### src/sv/mrtu_pkg.sv
// Shared types, codes and the CRC-16 byte update for the Modbus RTU master.
// No dependencies; every other file of the block imports this package.
`timescale 1ns / 1ps
`default_nettype none

package mrtu_pkg;

  localparam int MAX_REGS = 125;
  localparam int CNT_LIM_RAW = (MAX_REGS > 125) ? 125 : MAX_REGS;
  localparam logic [6:0] CNT_LIM = 7'((CNT_LIM_RAW < 1) ? 1 : CNT_LIM_RAW);

  localparam logic [2:0] MODE_READ   = 3'd0;
  localparam logic [2:0] MODE_SINGLE = 3'd1;
  localparam logic [2:0] MODE_MULTI  = 3'd2;
  localparam logic [2:0] MODE_WORD   = 3'd3;
  localparam logic [2:0] MODE_RX     = 3'd4;
  localparam logic [2:0] MODE_TICK   = 3'd5;

  localparam logic [1:0] KIND_TX      = 2'd0;
  localparam logic [1:0] KIND_DATA    = 2'd1;
  localparam logic [1:0] KIND_DONE    = 2'd2;
  localparam logic [1:0] KIND_TIMEOUT = 2'd3;

  localparam logic [7:0] FUNC_READ   = 8'h03;
  localparam logic [7:0] FUNC_SINGLE = 8'h06;
  localparam logic [7:0] FUNC_MULTI  = 8'h10;

  localparam logic [15:0] CRC_INIT = 16'hFFFF;
  localparam logic [15:0] CRC_POLY = 16'hA001;

  localparam logic CFG_SLAVE_ID = 1'b0;
  localparam logic CFG_TIMEOUT  = 1'b1;

  typedef struct packed {
    logic [2:0]  mode;
    logic [15:0] start_addr;
    logic [6:0]  reg_count;
    logic [15:0] word_value;
    logic [7:0]  rx_byte;
  } in_t;

  typedef struct packed {
    logic [1:0] kind;
    logic [7:0] byte_value;
    logic [7:0] byte_index;
    logic       last;
  } out_t;

  typedef struct packed {
    logic            is_tx;
    logic            frame_start;
    logic [2:0]      nbytes;
    logic [7:0][7:0] bytes;
    logic            add_crc;
    logic            has_data;
    logic [7:0]      data_byte;
    logic [7:0]      data_index;
    logic            has_status;
    logic [1:0]      status_kind;
  } job_t;

  function automatic logic [15:0] crc_feed(input logic [15:0] crc, input logic [7:0] b);
    logic [15:0] c;
    c = crc ^ {8'h00, b};
    for (int i = 0; i < 8; i++) begin
      c = c[0] ? ((c >> 1) ^ CRC_POLY) : (c >> 1);
    end
    return c;
  endfunction

endpackage

`default_nettype wire

### src/sv/mrtu_front.sv
// Front end: holds the transaction state and turns accepted words that call for output into jobs.
// Depends on mrtu_pkg.
`timescale 1ns / 1ps
`default_nettype none

module mrtu_front (
  input  wire logic          clk,
  input  wire logic          rst,
  input  wire logic          accept,
  input  wire mrtu_pkg::in_t item,
  input  wire logic          cfg_we,
  input  wire logic          cfg_sel,
  input  wire logic [15:0]   cfg_data,
  output logic               job_push,
  output mrtu_pkg::job_t     job
);
  import mrtu_pkg::*;

  localparam logic [1:0] PH_IDLE    = 2'd0;
  localparam logic [1:0] PH_WAIT    = 2'd1;
  localparam logic [1:0] PH_COLLECT = 2'd2;

  logic [7:0]  slave_id;
  logic [15:0] timeout_ticks;
  logic [1:0]  phase, phase_next;
  logic        op_read, op_read_next;
  logic [7:0]  rx_count, rx_count_next;
  logic [7:0]  expected_length, expected_length_next;
  logic [6:0]  words_left, words_left_next;
  logic [15:0] tick_count, tick_count_next;
  logic [6:0]  n;
  logic [15:0] tick_inc;

  always_comb begin
    if (item.reg_count == 7'd0) begin
      n = 7'd1;
    end else if (item.reg_count > CNT_LIM) begin
      n = CNT_LIM;
    end else begin
      n = item.reg_count;
    end
    tick_inc = (tick_count == 16'hFFFF) ? tick_count : tick_count + 16'd1;
    phase_next = phase;
    op_read_next = op_read;
    rx_count_next = rx_count;
    expected_length_next = expected_length;
    words_left_next = words_left;
    tick_count_next = tick_count;
    job = '0;
    job_push = 1'b0;
    if (accept) begin
      unique case (item.mode) inside
        MODE_READ, MODE_SINGLE, MODE_MULTI: begin
          if (phase == PH_IDLE) begin
            job.is_tx = 1'b1;
            job.frame_start = 1'b1;
            job.bytes[0] = slave_id;
            job.bytes[2] = item.start_addr[15:8];
            job.bytes[3] = item.start_addr[7:0];
            rx_count_next = 8'd0;
            tick_count_next = 16'd0;
            job_push = 1'b1;
            op_read_next = (item.mode == MODE_READ);
            if (item.mode == MODE_READ) begin
              job.bytes[1] = FUNC_READ;
              job.bytes[4] = 8'h00;
              job.bytes[5] = {1'b0, n};
              job.nbytes = 3'd6;
              job.add_crc = 1'b1;
              expected_length_next = 8'd5 + {n, 1'b0};
              phase_next = PH_WAIT;
            end else if (item.mode == MODE_SINGLE) begin
              job.bytes[1] = FUNC_SINGLE;
              job.bytes[4] = item.word_value[15:8];
              job.bytes[5] = item.word_value[7:0];
              job.nbytes = 3'd6;
              job.add_crc = 1'b1;
              expected_length_next = 8'd8;
              phase_next = PH_WAIT;
            end else begin
              job.bytes[1] = FUNC_MULTI;
              job.bytes[4] = 8'h00;
              job.bytes[5] = {1'b0, n};
              job.bytes[6] = {n, 1'b0};
              job.nbytes = 3'd7;
              words_left_next = n;
              expected_length_next = 8'd8;
              phase_next = PH_COLLECT;
            end
          end
        end
        MODE_WORD: begin
          if (phase == PH_COLLECT) begin
            job.is_tx = 1'b1;
            job.bytes[0] = item.word_value[15:8];
            job.bytes[1] = item.word_value[7:0];
            job.nbytes = 3'd2;
            words_left_next = words_left - 7'd1;
            if (words_left == 7'd1) begin
              job.add_crc = 1'b1;
              phase_next = PH_WAIT;
            end
            job_push = 1'b1;
          end
        end
        MODE_RX: begin
          if (phase == PH_WAIT) begin
            rx_count_next = rx_count + 8'd1;
            if (op_read && rx_count >= 8'd3 && rx_count < expected_length - 8'd2) begin
              job.has_data = 1'b1;
              job.data_byte = item.rx_byte;
              job.data_index = rx_count - 8'd3;
            end
            if (rx_count_next >= expected_length) begin
              job.has_status = 1'b1;
              job.status_kind = KIND_DONE;
              phase_next = PH_IDLE;
            end
            job_push = job.has_data | job.has_status;
          end
        end
        MODE_TICK: begin
          if (phase == PH_WAIT) begin
            tick_count_next = tick_inc;
            if (tick_inc >= timeout_ticks) begin
              job.has_status = 1'b1;
              job.status_kind = KIND_TIMEOUT;
              phase_next = PH_IDLE;
              job_push = 1'b1;
            end
          end
        end
        default: begin
        end
      endcase
    end
  end

  always_ff @(posedge clk) begin
    if (rst) begin
      slave_id <= 8'd1;
      timeout_ticks <= 16'd10;
      phase <= PH_IDLE;
      op_read <= 1'b0;
      rx_count <= 8'd0;
      expected_length <= 8'd0;
      words_left <= 7'd0;
      tick_count <= 16'd0;
    end else begin
      phase <= phase_next;
      op_read <= op_read_next;
      rx_count <= rx_count_next;
      expected_length <= expected_length_next;
      words_left <= words_left_next;
      tick_count <= tick_count_next;
      if (cfg_we) begin
        case (cfg_sel)
          CFG_SLAVE_ID: slave_id <= cfg_data[7:0];
          default:      timeout_ticks <= cfg_data;
        endcase
      end
    end
  end

endmodule

`default_nettype wire

### src/sv/mrtu_jobq.sv
// Two-entry job queue between the front end and the back end.
// Depends on mrtu_pkg.
`timescale 1ns / 1ps
`default_nettype none

module mrtu_jobq (
  input  wire logic           clk,
  input  wire logic           rst,
  input  wire logic           wr_en,
  input  wire mrtu_pkg::job_t wr_job,
  input  wire logic           rd_en,
  output mrtu_pkg::job_t      rd_job,
  output logic                valid,
  output logic                full
);
  import mrtu_pkg::*;

  job_t       entries [2];
  logic       wp, rp;
  logic [1:0] count;

  assign valid = (count != 2'd0);
  assign full = (count == 2'd2);
  assign rd_job = entries[rp];

  always_ff @(posedge clk) begin
    if (wr_en) begin
      entries[wp] <= wr_job;
    end
  end

  always_ff @(posedge clk) begin
    if (rst) begin
      wp <= 1'b0;
      rp <= 1'b0;
      count <= 2'd0;
    end else begin
      if (wr_en) begin
        wp <= ~wp;
      end
      if (rd_en) begin
        rp <= ~rp;
      end
      count <= count + {1'b0, wr_en} - {1'b0, rd_en};
    end
  end

endmodule

`default_nettype wire

### src/sv/mrtu_back.sv
// Back end: expands jobs into result words, one a cycle while the two-entry output
// queue holding them has room, keeping frame CRC and position. Depends on mrtu_pkg.
`timescale 1ns / 1ps
`default_nettype none

module mrtu_back (
  input  wire logic           clk,
  input  wire logic           rst,
  input  wire logic           job_valid,
  input  wire mrtu_pkg::job_t job,
  output logic                job_pop,
  input  wire logic           pop,
  output logic                empty,
  output mrtu_pkg::out_t      dout
);
  import mrtu_pkg::*;

  logic [2:0]  step;
  logic [7:0]  tx_position;
  logic [15:0] crc_reg;
  logic [3:0]  total;
  logic        first;
  logic        in_body;
  logic [15:0] crc_base;
  logic [15:0] crc_upd;
  logic [7:0]  pos;
  logic        emit;
  out_t        res;

  out_t       oq [2];
  logic       owp, orp;
  logic [1:0] ocount;

  always_comb begin
    total = job.is_tx ? ({1'b0, job.nbytes} + (job.add_crc ? 4'd2 : 4'd0))
                      : ({3'b000, job.has_data} + {3'b000, job.has_status});
    first = job.frame_start && (step == 3'd0);
    in_body = (step < job.nbytes);
    crc_base = first ? CRC_INIT : crc_reg;
    pos = first ? 8'd0 : tx_position;
    crc_upd = crc_feed(crc_base, job.bytes[step]);
    res = '0;
    if (job.is_tx) begin
      res.kind = KIND_TX;
      res.byte_index = pos;
      if (in_body) begin
        res.byte_value = job.bytes[step];
      end else if (step == job.nbytes) begin
        res.byte_value = crc_reg[7:0];
      end else begin
        res.byte_value = crc_reg[15:8];
      end
    end else if (job.has_data && step == 3'd0) begin
      res.kind = KIND_DATA;
      res.byte_value = job.data_byte;
      res.byte_index = job.data_index;
    end else begin
      res.kind = job.status_kind;
    end
    res.last = ({1'b0, step} == total - 4'd1);
    emit = job_valid && (ocount != 2'd2);
    job_pop = emit && res.last;
  end

  always_ff @(posedge clk) begin
    if (rst) begin
      step <= 3'd0;
      tx_position <= 8'd0;
      crc_reg <= CRC_INIT;
    end else if (emit) begin
      if (job.is_tx) begin
        tx_position <= pos + 8'd1;
        if (in_body) begin
          crc_reg <= crc_upd;
        end
      end
      step <= res.last ? 3'd0 : step + 3'd1;
    end
  end

  assign empty = (ocount == 2'd0);
  assign dout = oq[orp];

  always_ff @(posedge clk) begin
    if (emit) begin
      oq[owp] <= res;
    end
  end

  always_ff @(posedge clk) begin
    if (rst) begin
      owp <= 1'b0;
      orp <= 1'b0;
      ocount <= 2'd0;
    end else begin
      if (emit) begin
        owp <= ~owp;
      end
      if (pop && !empty) begin
        orp <= ~orp;
      end
      ocount <= ocount + {1'b0, emit} - {1'b0, pop && !empty};
    end
  end

endmodule

`default_nettype wire

### src/sv/modbus_rtu_master_transaction_top.sv
// Modbus RTU master top level; depends on mrtu_pkg, mrtu_front, mrtu_jobq, mrtu_back.
// An input word is taken every cycle while full is low; its job is registered in
// the job queue, its results in the output queue. The back end delivers one result
// word a cycle while the output queue has room; a start has up to eight frame bytes.
// Synchronous active-high reset empties both queues and restores the idle state.
`timescale 1ns / 1ps
`default_nettype none

module modbus_rtu_master_transaction_top (
  input  wire logic          clk,
  input  wire logic          rst,
  input  wire logic          push,
  output logic               full,
  input  wire mrtu_pkg::in_t din,
  output logic               empty,
  input  wire logic          pop,
  output mrtu_pkg::out_t     dout,
  input  wire logic          cfg_valid,
  output logic               cfg_ready,
  input  wire logic          cfg_index,
  input  wire logic [15:0]   cfg_data
);
  import mrtu_pkg::*;

  logic accept;
  logic job_push;
  job_t job_in;
  job_t job_out;
  logic jq_valid;
  logic jq_full;
  logic job_pop;

  assign cfg_ready = 1'b1;
  assign full = jq_full;
  assign accept = push && !jq_full;

  mrtu_front u_front (
    .clk      (clk),
    .rst      (rst),
    .accept   (accept),
    .item     (din),
    .cfg_we   (cfg_valid && cfg_ready),
    .cfg_sel  (cfg_index),
    .cfg_data (cfg_data),
    .job_push (job_push),
    .job      (job_in)
  );

  mrtu_jobq u_jobq (
    .clk    (clk),
    .rst    (rst),
    .wr_en  (job_push),
    .wr_job (job_in),
    .rd_en  (job_pop),
    .rd_job (job_out),
    .valid  (jq_valid),
    .full   (jq_full)
  );

  mrtu_back u_back (
    .clk       (clk),
    .rst       (rst),
    .job_valid (jq_valid),
    .job       (job_out),
    .job_pop   (job_pop),
    .pop       (pop),
    .empty     (empty),
    .dout      (dout)
  );

  a_no_push_when_full: assert property (@(posedge clk) disable iff (rst)
    job_push |-> !jq_full)
    else $error("job written into a full queue");

  a_job_has_results: assert property (@(posedge clk) disable iff (rst)
    job_push |-> (job_in.is_tx ? (job_in.nbytes != 3'd0 || job_in.add_crc)
                               : (job_in.has_data || job_in.has_status)))
    else $error("job queued that gives no result");

  a_pop_needs_job: assert property (@(posedge clk) disable iff (rst)
    job_pop |-> jq_valid)
    else $error("job retired from an empty queue");

  a_empty_after_reset: assert property (@(posedge clk)
    rst |=> empty)
    else $error("result queue not empty after reset");

endmodule

`default_nettype wire
### config.mk
export PLATFORM = sky130hd
export DESIGN_NAME = modbus_rtu_master_transaction_top
export DESIGN_NICKNAME = d
export VERILOG_FILES = /design/src/sv/mrtu_pkg.sv /design/src/sv/mrtu_front.sv /design/src/sv/mrtu_jobq.sv /design/src/sv/mrtu_back.sv /design/src/sv/modbus_rtu_master_transaction_top.sv
export SDC_FILE = /design/constraint.sdc
export NUM_CORES = 1
export LEC_CHECK = 0
export BUFFER_PORTS_ARGS = -buffer_cell sky130_fd_sc_hd__buf_2
export CAP_MARGIN = 20
export CORE_ASPECT_RATIO = 1.5
export CORE_MARGIN = 4
export CORE_UTILIZATION = 45
export CTS_CLUSTER_DIAMETER = 120
export DETAILED_ROUTE_END_ITERATION = 12
export GPL_TIMING_DRIVEN = 0
export PLACE_DENSITY = 0.73
export SETUP_SLACK_MARGIN = 0.3
export SLEW_MARGIN = 5
export SYNTH_ARGS = -nofsm -noshare
export SYNTH_HDL_FRONTEND = slang
export SYNTH_SLANG_ARGS = --single-unit
### constraint.sdc
create_clock -name clk -period 11.6 [get_ports clk]
set_clock_uncertainty 0.1 [all_clocks]
set_input_delay 1.74 -clock clk [delete_from_list [all_inputs] [get_ports clk]]
set_output_delay 1.74 -clock clk [all_outputs]
set_load 0.005 [all_outputs]
==> out/qor.log <==
qor: worst_setup_path.cp_max_fo 11
qor: run_status.result_of_the_run finished, final reports clean
qor: worst_setup_path.worst_setup_path_start_kind flop
qor: logic_synthesis.synth.top_cells.by_count sky130_fd_sc_hd__edfxtp_1, sky130_fd_sc_hd__nor2_1, sky130_fd_sc_hd__nand2_1
qor: worst_setup_path.timing.critical_path.arrival 5.99 ns
qor: detailed_routing.post_drt_via_cell_ratio 5.624
qor: worst_setup_path.worst_setup_path_endpoint u_jobq.entries[0][43]
qor: floorplan.fp.dieH 228.3 um
qor: sta.timing.fmax 0.1710 GHz
qor: sta.fin_crit 5.849 ns
qor: pwr.max-vdd-ir-drop 0.1382 mV
qor: detailed_routing.via_count 10650
qor: global_route.wire_length_of_the_first_global_routing_pass 56080 um
qor: detailed_routing.postRouteAntennaNets 0
qor: clock_tree.post_cts_resize_count 0
qor: global_route.groute.usage.overall 19.82%
qor: floorplan.starting_density_of_the_core 45.73%
qor: placed_design.gpl.final_weighted_congestion 0.9186
qor: detailed_routing.drt_pre_antenna_iters 5
qor: logic_synthesis.yosys_register_bits 298
qor: logic_synthesis.ys_async_sr_fraction 0%
qor: pwr.leakage_power 6.166 nW
qor: logic_synthesis.synth-compound-area-share 10.73%
qor: logic_synthesis.synth_largest_type_area_fraction 40.44%
qor: logic_synthesis.ys_top_cells_by_area sky130_fd_sc_hd__edfxtp_1, sky130_fd_sc_hd__dfxtp_1, sky130_fd_sc_hd__ha_1
qor: sta.setup_tns 0 ns
qor: clock_tree.clock_sink_count 298
qor: clock_tree.htree_levels 1
qor: logic_synthesis.synth.avg_cell_area 10.94 um^2
qor: sta.layout_worst_path_cycle_share 50.42%
qor: clock_tree.worst_setup_hold_path_clk_slew 0.06 ns
qor: worst_setup_path.worst_ep_required_time 11.74 ns
qor: worst_hold_path.timing.hold.worst.class flop to flop
qor: clock_tree.cts_hold_buf 0
qor: detailed_routing.dr.first_iter.drc_count 735
qor: logic_synthesis.synth_ff_type sky130_fd_sc_hd__edfxtp_1
qor: job.timing.max_cap.violations 0
qor: placed_design.portBuffers 87
qor: global_route.initial_antenna_violation_count 1
qor: final_layout.reg.largest.list u_jobq.entries (158), u_back.oq (38)
qor: logic_synthesis.synth_edf_count 196
qor: final_layout.area_growth_syn_to_layout 13.69%
qor: floorplan.floorplan.io_pins 94
qor: clock_tree.post_cts_buffers 0
qor: logic_synthesis.yosys.cell_types.count 65
qor: final_layout.finalCoreUtilization 51.99%
qor: logic_synthesis.synth_warnings 0
qor: final_layout.registers.top_by_ff_count u_jobq.entries
qor: clock_tree.clkLatencyLatePin 0.55 ns
qor: logic_synthesis.synth_cells 1330
qor: logic_synthesis.multiplexer_area_fraction_after_synthesis 8.330%
qor: worst_hold_path.timing.hold.worst.start u_front.timeout_ticks[8]
qor: logic_synthesis.synth_sequential_area_ratio 54.47%
qor: global_route.grt_max_degree 19
qor: clock_tree.clock-root-buffer sky130_fd_sc_hd__clkbuf_16
qor: worst_setup_path.worst-r2r-cell-count 21
qor: worst_setup_path.critical_path.reg2reg.endpoint u_jobq.entries[0][43]
qor: sta.tightest_slew 1.047 ns
qor: detailed_routing.drt_drc_violations_left 0
qor: sta.hold_viol 0
qor: final_layout.antenna_diode_count 0
qor: final_layout.nets 1586
qor: placed_design.detailedPlacementHpwl 27210 um
qor: clock_tree.cts_inserted_buffers 27
qor: final_layout.final_area 0.01655 mm^2
qor: worst_setup_path.worstSetupStartpoint u_front.tick_count[6]
qor: placed_design.dpl_cell_area 0.01571 mm^2
qor: logic_synthesis.syn-num-nets 1453
qor: logic_synthesis.synth_simple_gate_area_share 14.58%
qor: floorplan.area_of_the_die 0.03535 mm^2
qor: worst_setup_path.criticalPathCategory flop to flop
qor: floorplan.number_of_placement_rows 80
qor: worst_setup_path.timing.rr.start u_front.tick_count[6]
qor: worst_setup_path.setup_slack_on_the_worst_flop_to_flop_path 5.75 ns
qor: sta.timing.max_slew.rel_slack 29.66%
qor: logic_synthesis.synthesis.area 0.01456 mm^2
qor: logic_synthesis.yosys.area_share.xor_xnor 4.040%
qor: clock_tree.ctsLongestPathBuffers 3
qor: sta.finalSetupViolations 0
qor: final_layout.largest_register_ffs 158
qor: sta.grt_setup_unrepaired no
qor: global_route.globalRoute.totalOverflow 0
qor: logic_synthesis.yosys.cell_count.top_type sky130_fd_sc_hd__edfxtp_1
qor: clock_tree.cts_tree built
qor: pwr.report.power.total 2.473 mW
qor: global_route.number_of_global_route_vias_before_repair 10740
qor: final_layout.layout-drive-gt1-share 15.10%
qor: final_layout.final_cell_count_no_fill 1893
qor: logic_synthesis.synth_top_family_by_area simple AND/OR/NAND/NOR gates
qor: sta.slew_violations 0
qor: pwr.p_per_area 149.4 mW/mm^2
qor: detailed_routing.totalWireLength 35720 um
qor: worst_setup_path.cp-end-kind flop
qor: floorplan.core_region_area 0.03183 mm^2
qor: logic_synthesis.adder_cell_share_of_the_synthesized_area 4.384%
qor: logic_synthesis.synthDominantAreaCellType sky130_fd_sc_hd__edfxtp_1
qor: placed_design.place.detailed.instances 1844
qor: floorplan.chipWidth 154.8 um
qor: detailed_routing.drt-wirelength-per-cell 18.87 um
## layer usage
layer  GRT usage [%]  part of all wire [%]
met3           3.185                   5.5
met5               0                 0.022
met2           36.84                    53
met4           8.920                   4.6
met1           21.90                    37
## worst min-delay path by stage
stage / end / slack (ns) / cells after the start
after floorplan: u_front.timeout_ticks[10] / 0.34 / 2
after global placement: u_front.timeout_ticks[11] / 0.34 / 2
after detailed placement: u_front.timeout_ticks[13] / 0.35 / 2
after CTS: u_front.timeout_ticks[13] / 0.36 / 2
after global routing: u_front.timeout_ticks[8] / 0.37 / 2
final: u_front.timeout_ticks[8] / 0.36 / 2
## layout by cell type, fill, tap and decap left out, types with 7 or more instances in the layout
| cell | Yosys | layout |
|---|---|---|
| sky130_fd_sc_hd__edfxtp_1 | 196 | 196 |
| sky130_fd_sc_hd__nor2_1 | 151 | 149 |
| sky130_fd_sc_hd__nand2_1 | 121 | 121 |
| sky130_fd_sc_hd__dfxtp_1 | 102 | 102 |
| sky130_fd_sc_hd__buf_2 | 2 | 89 |
| sky130_fd_sc_hd__a21oi_1 | 87 | 87 |
| sky130_fd_sc_hd__clkbuf_1 | 62 | 65 |
| sky130_fd_sc_hd__ha_1 | 51 | 51 |
| sky130_fd_sc_hd__o21ai_0 | 45 | 45 |
| sky130_fd_sc_hd__xnor2_1 | 45 | 45 |
| sky130_fd_sc_hd__and2_1 | 43 | 43 |
| sky130_fd_sc_hd__mux2i_1 | 41 | 41 |
| sky130_fd_sc_hd__inv_1 | 41 | 41 |
| sky130_fd_sc_hd__nor3_1 | 33 | 31 |
| sky130_fd_sc_hd__mux2_2 | 27 | 27 |
| sky130_fd_sc_hd__clkbuf_16 | 0 | 27 |
| sky130_fd_sc_hd__nand3_1 | 24 | 24 |
| sky130_fd_sc_hd__mux4_2 | 21 | 21 |
| sky130_fd_sc_hd__a22oi_1 | 20 | 20 |
| sky130_fd_sc_hd__and3_1 | 17 | 17 |
| sky130_fd_sc_hd__xor2_1 | 15 | 15 |
| sky130_fd_sc_hd__a21o_1 | 14 | 14 |
| sky130_fd_sc_hd__nor2b_1 | 13 | 13 |
| sky130_fd_sc_hd__or3_1 | 13 | 13 |
| sky130_fd_sc_hd__o22ai_1 | 12 | 12 |
| sky130_fd_sc_hd__a211oi_1 | 12 | 12 |
| sky130_fd_sc_hd__buf_6 | 5 | 11 |
| sky130_fd_sc_hd__o21a_1 | 11 | 11 |
| sky130_fd_sc_hd__a211o_1 | 11 | 11 |
| sky130_fd_sc_hd__nand2b_1 | 10 | 10 |
| sky130_fd_sc_hd__buf_4 | 1 | 8 |
| sky130_fd_sc_hd__nand4_1 | 7 | 7 |
| sky130_fd_sc_hd__a31oi_1 | 7 | 7 |
| sky130_fd_sc_hd__nand3b_1 | 7 | 7 |
## critical path: stages, from the launching register on
cell	delay, ns
sky130_fd_sc_hd__dfxtp_1	0.29
sky130_fd_sc_hd__clkbuf_1	0.17
sky130_fd_sc_hd__and4_1	0.21
sky130_fd_sc_hd__and4_1	0.23
sky130_fd_sc_hd__and3_1	0.20
sky130_fd_sc_hd__and2_1	0.19
sky130_fd_sc_hd__nand2b_1	0.14
sky130_fd_sc_hd__buf_1	0.40
sky130_fd_sc_hd__mux2_2	0.40
sky130_fd_sc_hd__ha_1	0.28
sky130_fd_sc_hd__a21o_1	0.11
sky130_fd_sc_hd__a21o_1	0.10
sky130_fd_sc_hd__a21o_1	0.11
sky130_fd_sc_hd__a21o_1	0.11
sky130_fd_sc_hd__a2111oi_0	0.09
sky130_fd_sc_hd__o221a_2	0.31
sky130_fd_sc_hd__o31ai_1	0.42
sky130_fd_sc_hd__a21oi_1	0.17
sky130_fd_sc_hd__nor3_2	0.79
sky130_fd_sc_hd__buf_6	0.26
sky130_fd_sc_hd__buf_4	0.23
sky130_fd_sc_hd__buf_6	0.19
## power by group
part	internal (mW)	leakage (nW)	switching, mW	total (mW)
clock	0.469	0.416	0.393	0.862
sequential	1.18	2.68	0.0194	1.20
combinational	0.174	3.07	0.235	0.409
total	1.83	6.17	0.648	2.47
## per-stage QoR
step / setup WS (ns) / hold slack (ns)
CTS: 5.763 / 0.3553
global placement: -1.270 / 0.3444
finish: 5.751 / 0.3557
floorplan: 2.063 / 0.3363
detailed placement: 5.776 / 0.3469
global route: 5.336 / 0.3736
## cell families after synthesis
kind of cell,count (synthesis)
AND/OR/NAND/NOR,455
flip-flops,298
AO/OA/AOI/OAI,249
buffers and inverters,122
multiplexers,91
XOR/XNOR,63
adder cells (fa/ha/maj),51
other,1
## layout make-up
cell class              count  area, um^2
plain buffers              76       329.1
clock buffers              34       724.4
clock inverters            15       118.9
fillers                  2801       15280
inverters                  46       172.7
multi-input cells         910        6147
flip-flops and latches    298        7928
well taps                 410       513.0
repair buffers            104       615.6
(Power assumes the default switching activity.)
